$ cat src/rtl/core/tma_pkg.sv
// Shared constants, ALU op codes and control struct for the trimmed-mean oversampler.
`default_nettype none

package tma_pkg;

	localparam int NUM_CHANNELS_DEF = 4;
	localparam int MAX_SAMPLES_DEF  = 16;

	localparam int WORD_W      = 16;
	localparam int SAMPLE_W    = 12;
	localparam int TAG_LSB     = 13;
	localparam int TAG_W       = 3;
	localparam int ACTIVE_W    = 3;
	localparam int COUNT_W     = 5;
	localparam int COUNT_REGS  = 4;
	localparam int CREG_W      = 2;
	localparam int CFG_IDX_W   = 3;
	localparam int CFG_DATA_W  = 5;
	localparam int RESULT_CH_W = 2;
	localparam int AVG_W       = 20;
	localparam int FRAC_BITS   = 8;
	localparam int SUM_W       = SAMPLE_W + COUNT_W;
	localparam int ALU_W       = SUM_W + 1;
	localparam int DVD_W       = SUM_W + FRAC_BITS;
	localparam int STEP_W      = 5;

	localparam logic [CFG_IDX_W-1:0] REG_ACTIVE_CHANNELS = 3'd0;
	localparam logic [CFG_IDX_W-1:0] REG_COUNT_CHAN0     = 3'd1;
	localparam logic [CFG_IDX_W-1:0] REG_COUNT_CHAN3     = 3'd4;

	localparam logic [ACTIVE_W-1:0] ACTIVE_RESET = 3'd4;
	localparam logic [COUNT_W-1:0]  COUNT_RESET  = 5'd4;
	localparam logic [COUNT_W-1:0]  COUNT_MIN    = 5'd3;
	localparam logic [COUNT_W-1:0]  TRIM_DROP    = 5'd2;

	typedef enum logic [2:0] {
		OP_NONE     = 3'd0,
		OP_ACC      = 3'd1,
		OP_SUB_HI   = 3'd2,
		OP_SUB_LO   = 3'd3,
		OP_DIV_LOAD = 3'd4,
		OP_DIV_STEP = 3'd5
	} op_t;

	typedef struct packed {
		op_t                op;
		logic               first;
		logic [COUNT_W-1:0] divisor;
	} dp_ctrl_t;

endpackage

`default_nettype wire

$ cat src/rtl/core/tma_ram.sv
// Generic simple dual-port RAM with registered read.
`default_nettype none

module tma_ram #(
	parameter int WIDTH = tma_pkg::SAMPLE_W,
	parameter int DEPTH = tma_pkg::NUM_CHANNELS_DEF * tma_pkg::MAX_SAMPLES_DEF
) (
	input  wire logic                     clk,
	input  wire logic                     we,
	input  wire logic [$clog2(DEPTH)-1:0] waddr,
	input  wire logic [WIDTH-1:0]         wdata,
	input  wire logic [$clog2(DEPTH)-1:0] raddr,
	output logic      [WIDTH-1:0]         rdata
);

	logic [WIDTH-1:0] mem_q [DEPTH];

	always_ff @(posedge clk) begin
		if (we) begin
			mem_q[waddr] <= wdata;
		end
		rdata <= mem_q[raddr];
	end

endmodule

`default_nettype wire

$ cat src/rtl/core/tma_datapath.sv
// Shared add/subtract unit with sum, max/min and restoring-divide registers.
`default_nettype none

module tma_datapath (
	input  wire logic                          clk,
	input  wire tma_pkg::dp_ctrl_t             ctrl,
	input  wire logic [tma_pkg::SAMPLE_W-1:0]  rd_data,
	output logic      [tma_pkg::AVG_W-1:0]     quotient
);

	localparam int SUM_W = tma_pkg::SUM_W;
	localparam int ALU_W = tma_pkg::ALU_W;
	localparam int DVD_W = tma_pkg::DVD_W;
	localparam int CNT_W = tma_pkg::COUNT_W;

	logic [SUM_W-1:0]             sum_q;
	logic [tma_pkg::SAMPLE_W-1:0] hi_q;
	logic [tma_pkg::SAMPLE_W-1:0] lo_q;
	logic [CNT_W-1:0]             rem_q;
	logic [DVD_W-1:0]             quo_q;

	logic [ALU_W-1:0] alu_a;
	logic [ALU_W-1:0] alu_b;
	logic             alu_sub;
	logic [ALU_W-1:0] alu_y;
	logic [CNT_W:0]   shift_in;

	assign shift_in = {rem_q, quo_q[DVD_W-1]};

	always_comb begin
		alu_a   = '0;
		alu_b   = '0;
		alu_sub = 1'b0;
		case (ctrl.op)
			tma_pkg::OP_ACC: begin
				alu_a = ctrl.first ? '0 : {1'b0, sum_q};
				alu_b = ALU_W'(rd_data);
			end
			tma_pkg::OP_SUB_HI: begin
				alu_a   = {1'b0, sum_q};
				alu_b   = ALU_W'(hi_q);
				alu_sub = 1'b1;
			end
			tma_pkg::OP_SUB_LO: begin
				alu_a   = {1'b0, sum_q};
				alu_b   = ALU_W'(lo_q);
				alu_sub = 1'b1;
			end
			tma_pkg::OP_DIV_STEP: begin
				alu_a   = ALU_W'(shift_in);
				alu_b   = ALU_W'(ctrl.divisor);
				alu_sub = 1'b1;
			end
			default: begin
			end
		endcase
		alu_y = alu_sub ? (alu_a - alu_b) : (alu_a + alu_b);
	end

	always_ff @(posedge clk) begin
		case (ctrl.op)
			tma_pkg::OP_ACC: begin
				sum_q <= alu_y[SUM_W-1:0];
				if (ctrl.first) begin
					hi_q <= rd_data;
					lo_q <= rd_data;
				end else begin
					if (rd_data > hi_q) hi_q <= rd_data;
					if (rd_data < lo_q) lo_q <= rd_data;
				end
			end
			tma_pkg::OP_SUB_HI, tma_pkg::OP_SUB_LO: begin
				sum_q <= alu_y[SUM_W-1:0];
			end
			tma_pkg::OP_DIV_LOAD: begin
				quo_q <= {sum_q, {tma_pkg::FRAC_BITS{1'b0}}};
				rem_q <= '0;
			end
			tma_pkg::OP_DIV_STEP: begin
				// borrow set: keep shifted remainder, quotient bit 0
				if (alu_y[ALU_W-1]) begin
					rem_q <= shift_in[CNT_W-1:0];
				end else begin
					rem_q <= alu_y[CNT_W-1:0];
				end
				quo_q <= {quo_q[DVD_W-2:0], ~alu_y[ALU_W-1]};
			end
			default: begin
			end
		endcase
	end

	assign quotient = quo_q[tma_pkg::AVG_W-1:0];

endmodule

`default_nettype wire

$ cat src/rtl/core/adc_trimmed_mean_oversampler_top.sv
// Trimmed-mean oversampler top level: config registers, sequencer, sample RAM.
// A dropped word or one that only fills a buffer slot is taken in idle; in_ready stays high.
// A word that completes a buffer of n samples starts a run that ends in out_valid: a walk
// over the n samples, 2 trim subtracts, a load, 25 divide steps, the output register.
// in_ready returns with out_valid, so no new word goes in during the run; a result still
// held by the sink delays this. Reset clears the RAM.
`default_nettype none

module adc_trimmed_mean_oversampler_top #(
	parameter int NUM_CHANNELS = tma_pkg::NUM_CHANNELS_DEF,
	parameter int MAX_SAMPLES  = tma_pkg::MAX_SAMPLES_DEF
) (
	input  wire logic                             clk,
	input  wire logic                             arst_n,
	// config write channel
	input  wire logic                             cfg_valid,
	output logic                                  cfg_ready,
	input  wire logic [tma_pkg::CFG_IDX_W-1:0]    cfg_index,
	input  wire logic [tma_pkg::CFG_DATA_W-1:0]   cfg_data,
	// input word channel
	input  wire logic                             in_valid,
	output logic                                  in_ready,
	input  wire logic [tma_pkg::WORD_W-1:0]       raw_word,
	// result word channel
	output logic                                  out_valid,
	input  wire logic                             out_ready,
	output logic      [tma_pkg::RESULT_CH_W-1:0]  result_channel,
	output logic      [tma_pkg::AVG_W-1:0]        trimmed_average
);

	localparam int CH_W   = (NUM_CHANNELS > 1) ? $clog2(NUM_CHANNELS) : 1;
	localparam int IDX_W  = $clog2(MAX_SAMPLES);
	localparam int ADDR_W = CH_W + IDX_W;
	localparam int DEPTH  = 1 << ADDR_W;
	localparam int CMP_W  = (IDX_W + 1 > tma_pkg::COUNT_W) ? IDX_W + 1 : tma_pkg::COUNT_W;
	localparam int LIM_W  = tma_pkg::TAG_W + 1;
	localparam int CNT_W  = tma_pkg::COUNT_W;
	localparam int STEP_W = tma_pkg::STEP_W;

	typedef enum logic [7:0] {
		ST_CLEAR    = 8'b0000_0001,
		ST_IDLE     = 8'b0000_0010,
		ST_WALK     = 8'b0000_0100,
		ST_SUB_HI   = 8'b0000_1000,
		ST_SUB_LO   = 8'b0001_0000,
		ST_DIV_LOAD = 8'b0010_0000,
		ST_DIV      = 8'b0100_0000,
		ST_FINISH   = 8'b1000_0000
	} state_t;

	state_t state_q;

	// ------------------------------------------------------------------
	// Config registers. Always ready; a write lands at once, so it belongs
	// between words.
	// ------------------------------------------------------------------
	logic [tma_pkg::ACTIVE_W-1:0] active_q;
	logic [CNT_W-1:0]             count_q [tma_pkg::COUNT_REGS];
	logic [tma_pkg::CFG_IDX_W-1:0] cfg_off;
	logic [CNT_W-1:0]             cfg_count;

	assign cfg_ready = 1'b1;
	assign cfg_off   = cfg_index - tma_pkg::REG_COUNT_CHAN0;

	// counts saturate to 3..MAX_SAMPLES
	always_comb begin
		if (cfg_data < tma_pkg::COUNT_MIN) begin
			cfg_count = tma_pkg::COUNT_MIN;
		end else if (32'(cfg_data) > MAX_SAMPLES) begin
			cfg_count = CNT_W'(MAX_SAMPLES);
		end else begin
			cfg_count = cfg_data;
		end
	end

	always_ff @(posedge clk or negedge arst_n) begin
		if (!arst_n) begin
			active_q <= tma_pkg::ACTIVE_RESET;
			for (int i = 0; i < tma_pkg::COUNT_REGS; i++) begin
				count_q[i] <= tma_pkg::COUNT_RESET;
			end
		end else if (cfg_valid && cfg_ready) begin
			if (cfg_index == tma_pkg::REG_ACTIVE_CHANNELS) begin
				active_q <= cfg_data[tma_pkg::ACTIVE_W-1:0];
			end else if (cfg_index >= tma_pkg::REG_COUNT_CHAN0 &&
			             cfg_index <= tma_pkg::REG_COUNT_CHAN3) begin
				count_q[cfg_off[tma_pkg::CREG_W-1:0]] <= cfg_count;
			end
			// indexes past the list are ignored
		end
	end

	// ------------------------------------------------------------------
	// Input word decode: tag, drop check, fill index advance.
	// ------------------------------------------------------------------
	logic [tma_pkg::TAG_W-1:0]    tag;
	logic [CH_W-1:0]              ch_sel;
	logic [LIM_W-1:0]             limit;
	logic                         drop;
	logic                         take;
	logic [CNT_W-1:0]             n_sel;
	logic [IDX_W-1:0]             fill_q [NUM_CHANNELS];
	logic [IDX_W-1:0]             fill_cur;
	logic [IDX_W:0]               fill_next;
	logic                         full;

	assign tag    = raw_word[tma_pkg::TAG_LSB +: tma_pkg::TAG_W];
	assign ch_sel = tag[CH_W-1:0];
	// active count above the channel count acts as the channel count
	assign limit  = ({1'b0, active_q} > LIM_W'(NUM_CHANNELS)) ? LIM_W'(NUM_CHANNELS)
	                                                          : {1'b0, active_q};
	assign drop      = ({1'b0, tag} >= limit);
	assign in_ready  = (state_q == ST_IDLE);
	assign take      = in_valid && in_ready && !drop;
	// wide channel parameter: count register picked by low tag bits
	assign n_sel     = count_q[tag[tma_pkg::CREG_W-1:0]];
	assign fill_cur  = fill_q[ch_sel];
	assign fill_next = {1'b0, fill_cur} + 1'b1;
	// also catches a count lowered below the current fill point
	assign full      = (CMP_W'(fill_next) >= CMP_W'(n_sel));

	// ------------------------------------------------------------------
	// Sequencer
	// ------------------------------------------------------------------
	logic [ADDR_W-1:0]               clr_q;
	logic [STEP_W-1:0]               step_q;
	logic [CH_W-1:0]                 ch_q;
	logic [CNT_W-1:0]                n_q;
	logic [tma_pkg::RESULT_CH_W-1:0] rch_q;
	logic                            out_valid_q;
	logic [tma_pkg::RESULT_CH_W-1:0] result_channel_q;
	logic [tma_pkg::AVG_W-1:0]       trimmed_average_q;
	logic [tma_pkg::AVG_W-1:0]       quotient;
	logic                            out_load;

	assign out_load = (state_q == ST_FINISH) && (!out_valid_q || out_ready);

	always_ff @(posedge clk or negedge arst_n) begin
		if (!arst_n) begin
			state_q     <= ST_CLEAR;
			clr_q       <= '0;
			step_q      <= '0;
			out_valid_q <= 1'b0;
			for (int i = 0; i < NUM_CHANNELS; i++) begin
				fill_q[i] <= '0;
			end
		end else begin
			if (out_load) begin
				out_valid_q <= 1'b1;
			end else if (out_ready) begin
				out_valid_q <= 1'b0;
			end
			case (state_q)
				ST_CLEAR: begin
					clr_q <= clr_q + 1'b1;
					if (clr_q == '1) state_q <= ST_IDLE;
				end
				ST_IDLE: begin
					if (take) begin
						if (full) begin
							fill_q[ch_sel] <= '0;
							step_q         <= '0;
							state_q        <= ST_WALK;
						end else begin
							fill_q[ch_sel] <= fill_next[IDX_W-1:0];
						end
					end
				end
				ST_WALK: begin
					// read issued at step s, accumulated at step s+1
					if (step_q == STEP_W'(n_q)) begin
						step_q  <= '0;
						state_q <= ST_SUB_HI;
					end else begin
						step_q <= step_q + 1'b1;
					end
				end
				ST_SUB_HI: state_q <= ST_SUB_LO;
				ST_SUB_LO: state_q <= ST_DIV_LOAD;
				ST_DIV_LOAD: begin
					step_q  <= '0;
					state_q <= ST_DIV;
				end
				ST_DIV: begin
					if (step_q == STEP_W'(tma_pkg::DVD_W - 1)) begin
						state_q <= ST_FINISH;
					end else begin
						step_q <= step_q + 1'b1;
					end
				end
				ST_FINISH: begin
					// wait here while the previous result is still held
					if (out_load) state_q <= ST_IDLE;
				end
				default: state_q <= ST_IDLE;
			endcase
		end
	end

	// item context and output word
	always_ff @(posedge clk) begin
		if (take && full) begin
			ch_q  <= ch_sel;
			n_q   <= n_sel;
			rch_q <= tag[tma_pkg::RESULT_CH_W-1:0];
		end
		if (out_load) begin
			result_channel_q  <= rch_q;
			trimmed_average_q <= quotient;
		end
	end

	assign out_valid       = out_valid_q;
	assign result_channel  = result_channel_q;
	assign trimmed_average = trimmed_average_q;

	// ------------------------------------------------------------------
	// Sample RAM: clear pass after reset, sample writes, walk reads.
	// ------------------------------------------------------------------
	logic                         ram_we;
	logic [ADDR_W-1:0]            ram_waddr;
	logic [tma_pkg::SAMPLE_W-1:0] ram_wdata;
	logic [ADDR_W-1:0]            ram_raddr;
	logic [tma_pkg::SAMPLE_W-1:0] ram_rdata;
	logic [IDX_W+STEP_W-1:0]      step_ext;

	assign step_ext  = {{IDX_W{1'b0}}, step_q};
	assign ram_we    = (state_q == ST_CLEAR) || take;
	assign ram_waddr = (state_q == ST_CLEAR) ? clr_q : {ch_sel, fill_cur};
	assign ram_wdata = (state_q == ST_CLEAR) ? '0 : raw_word[tma_pkg::SAMPLE_W-1:0];
	assign ram_raddr = {ch_q, step_ext[IDX_W-1:0]};

	tma_ram #(
		.WIDTH (tma_pkg::SAMPLE_W),
		.DEPTH (DEPTH)
	) u_ram (
		.clk   (clk),
		.we    (ram_we),
		.waddr (ram_waddr),
		.wdata (ram_wdata),
		.raddr (ram_raddr),
		.rdata (ram_rdata)
	);

	// ------------------------------------------------------------------
	// Datapath control
	// ------------------------------------------------------------------
	tma_pkg::dp_ctrl_t dp_ctrl;

	always_comb begin
		dp_ctrl.op      = tma_pkg::OP_NONE;
		dp_ctrl.first   = 1'b0;
		dp_ctrl.divisor = n_q - tma_pkg::TRIM_DROP;
		case (state_q)
			ST_WALK: begin
				if (step_q != '0) begin
					dp_ctrl.op    = tma_pkg::OP_ACC;
					dp_ctrl.first = (step_q == STEP_W'(1));
				end
			end
			ST_SUB_HI:   dp_ctrl.op = tma_pkg::OP_SUB_HI;
			ST_SUB_LO:   dp_ctrl.op = tma_pkg::OP_SUB_LO;
			ST_DIV_LOAD: dp_ctrl.op = tma_pkg::OP_DIV_LOAD;
			ST_DIV:      dp_ctrl.op = tma_pkg::OP_DIV_STEP;
			default: begin
			end
		endcase
	end

	tma_datapath u_dp (
		.clk      (clk),
		.ctrl     (dp_ctrl),
		.rd_data  (ram_rdata),
		.quotient (quotient)
	);

endmodule

`default_nettype wire
$ cat config.mk
export PLATFORM = sky130hd
export DESIGN_NAME = adc_trimmed_mean_oversampler_top
export DESIGN_NICKNAME = d
export VERILOG_FILES = /design/src/rtl/core/tma_pkg.sv /design/src/rtl/core/tma_ram.sv /design/src/rtl/core/tma_datapath.sv /design/src/rtl/core/adc_trimmed_mean_oversampler_top.sv
export SDC_FILE = /design/constraint.sdc
export NUM_CORES = 1
export LEC_CHECK = 0
export BUFFER_PORTS_ARGS = -buffer_cell sky130_fd_sc_hd__buf_2
export CORE_MARGIN = 3
export CORE_UTILIZATION = 60
export DETAILED_ROUTE_END_ITERATION = 12
export PLACE_DENSITY = 0.79
export SLEW_MARGIN = 10
export SYNTH_ARGS = -nofsm -noshare
export SYNTH_HDL_FRONTEND = slang
export SYNTH_HIERARCHICAL = 1
export SYNTH_SLANG_ARGS = --single-unit
$ cat constraint.sdc
create_clock -name clk -period 13.9 [get_ports clk]
set_input_delay 2.78 -clock clk [delete_from_list [all_inputs] [get_ports clk]]
set_output_delay 2.78 -clock clk [all_outputs]
set_load 0.1 [all_outputs]
==> impl_metrics.ini <==
[placed_design]
numPortBuffers = 51
gp_congestion = 0.8690
hpwl_mm = 49.87
dp_worst_setup_slack_ns = 6.788
place_area_sq_um = 40070

[finish]
areaGrowthSynthToFinish_pct = 9.739
fillers = 4014
drive_above_1_share = 0.2161
utilization = 0.6730
finalInstanceArea_sq_um = 42920
nets = 2357
seq_area_sq_um = 27800
multiInputGateArea_sq_um = 10440

[power]
irDropWorstVdd_v = 0.0001349
switching_share = 0.3007
power_leakage_nw = 14.05
power.internal_mw = 5.374
clockPowerShare = 0.302
powerDensity_nw_per_um2 = 179.1
comb_power_share = 0.261
switchingPower_mw = 2.311
pwr-share-seq = 0.437

[synth]
netlist-cell-type-count = 75
synth_fa_ha_area_frac = 0.01811
yosysTopAreaCell = edfxtp_1
synth_area_leaders = edfxtp_1 (67%), mux4_2 (12%), dfrtp_1 (3.4%)
yosys.area.top_type_share = 0.6665
synth_most_common_cell = edfxtp_1
synth_area_per_cell_sq_um = 17.76
synth_common_cells = edfxtp_1 (868), mux4_2 (200), nand2_1 (130)
synth_top_family_by_area = multiplexers
synth_flop_cell = edfxtp_1
synthSimpleGateAreaFrac = 0.05765
synth_edf_count = 868
syn_inst = 2202
async_flop_share = 0.06283
synth_compound_area_frac = 0.05042
ys_warn_count = 6
synth_mux_area_frac = 0.1318
synth-seq-area-share = 0.7106
synth_nets = 2287
ys_ff_latch = 939
synth_xor_area_frac = 0.007390
syn_area_sq_um = 39110

[global_routing]
overflow = 0
first_global_vias = 21020
grt_max_degree = 122
grt.total_usage = 0.2542
antenna_found_initial = 2
grt_pass1_wl_mm = 128.7

[drt]
wl_mm = 84.69
route.detailed.drc = 0
antenna_left = 0
first_pass_iters = 5
drt_iter0_drc = 2673
via_per_inst = 6.508
wl_per_cell_um = 26.55
vias = 20760

[worst_setup_path]
start_kind = flop
ff2ff_path_depth = 18
worstSetupEndpointType = flop
required_ns = 14.25
critPathKind = reg -> reg
worst-path-max-fanout = 28
cp.arrival_ns = 7.29

[die]
die-height_um = 261.3
coreArea_sq_um = 63770
rows = 92
ios = 54
die_x_um = 261.3
initial_utilization = 0.6133
dieArea_sq_um = 68280

[cts]
cts_hold_buffers = 0
clock_latency_ns = 0.65
ctsResizeCount = 0
numCtsBuffers = 89
cts_tree = done
htreeDepth = 3
clk_pin_slew_ns = 0.06
root_buffer = clkbuf_16
clk_path_buf_depth = 3
post-cts-setup-buffer-count = 0
clock-sinks = 939

[timing]
hold_viol = 0
finClkSkew_ns = 0.02452
fin_crit_sh = 0.4993
max_freq_mhz = 144.1
min_period_ns = 6.940
relSlewSlack = 0.1023
finalSetupTns_ns = 0
slew_viol_final = 0
rsz0062_at_grt = no
layout_setup_ws_ns = 6.960
setup_violations = 0
tightest_slew_ns = 1.342

[outcome]
outcome = complete, no violations

[job]
cap_violations = 0

[hold_path]
hp-class = reg -> reg
hold_depth = 0
per-stage QoR:
step,cells,hold WS (ns),power (mW)
2_1_floorplan,2202,0.4386,4.892
3_5_place_dp,3025,0.4334,5.393
5_1_grt,3188,0.4552,7.992
4_1_cts,3186,0.4429,7.705
3_3_place_gp,3025,0.4288,5.338
6_report,3190,0.4436,7.684
logic make-up after synthesis:
family,after synthesis
mux,262
other cells,1
xor+xnor,33
buf+inv,171
fa+ha+maj,56
simple gates,454
compound gates,286
flops,939
worst max-delay path, stage by stage (launching register included):
cell and delay, ns:
dfrtp_1 0.44, or4_1 0.57, nor4b_1 0.50, or3_1 0.91, nor2b_1 0.78, a22oi_1 0.21
o21ai_1 0.33, inv_1 0.08, ha_1 0.20, and2_1 0.17, nand4_1 0.20, o21ai_1 0.12
xor2_1 0.16, ha_1 0.38, a21o_1 0.21, a21o_1 0.18, a221o_1 0.38, a211oi_2 0.63
o21ai_0 0.18
area by class of cell:
cell class	count	share of cell area
Clock buffer	110	0.05490
Inverter	53	0.004635
Sequential cell	939	0.6478
Antenna cell	2	0.0001166
Timing Repair Buffer	97	0.01466
Clock inverter	51	0.01006
Tap cell	846	0.02466
Multi-Input combinational cell	1092	0.2432
routing by layer:
metal / part of all wire / wire length [um] / vias up / global-route usage
met5: 0.00038 / 32 / - / 0
met4: 0.040 / 3403 / 4 / 0.1006
met3: 0.089 / 7519 / 209 / 0.05435
met2: 0.49 / 41860 / 1018 / 0.4132
met1: 0.38 / 31870 / 10610 / 0.3416
li1: - / - / 8919 / -
flip-flops by register name, indices dropped and copies added (netlist names), 6 cells and up:
register	flops
count_q	20
u_ram/mem_q	768
u_dp/hi_q	12
u_dp/lo_q	12
clr_q	6
trimmed_average	20
state_q	8
u_ram/rdata	12
u_dp/sum_q	17
fill_q	16
u_dp/quo_q	25
power by group through the flow:
stage | Sequential (mW) | Combinational [mW] | Clock (mW)
detailed placement | 3.42 | 1.98 | 0
floorplan | 3.35 | 1.55 | 0
global route | 3.37 | 2.15 | 2.47
CTS | 3.36 | 1.99 | 2.35
finish | 3.36 | 2.01 | 2.32
global placement | 3.41 | 1.93 | 0
cell usage in the layout, fill, tap and decap left out, types with 17 or more instances in the layout:
master     instances
clkinv_1          18
clkinv_2          17
mux2i_1           39
o221ai_1          17
nor2_1           105
o21ai_0           53
dfrtp_1           50
o22ai_1           23
nand2_1          130
mux2_2            23
nand3_1           28
nor3_1            17
a211oi_1          19
a31oi_1           17
buf_2             51
ha_1              55
clkbuf_16         89
buf_4             43
a21oi_1           40
inv_1             53
xnor2_1           18
mux4_2           200
edfxtp_1         868
nor2b_1           37
nand2b_1          35
path summary, 6_finish.rpt:
| path | from | end | slack, ns |
|---|---|---|---|
| max | state_q[5] | u_dp/rem_q[3] | 6.96 |
| min | u_dp/quo_q[0] | trimmed_average[0] | 0.44 |
| max reg2reg | state_q[5] | u_dp/rem_q[3] | 6.96 |
| min reg2reg | u_dp/quo_q[0] | trimmed_average[0] | 0.44 |
| max in group asynchronous | arst_n | step_q[1] | 11.05 |
| min in group asynchronous | arst_n | fill_q[5] | 2.29 |
(Power assumes the default switching activity.)
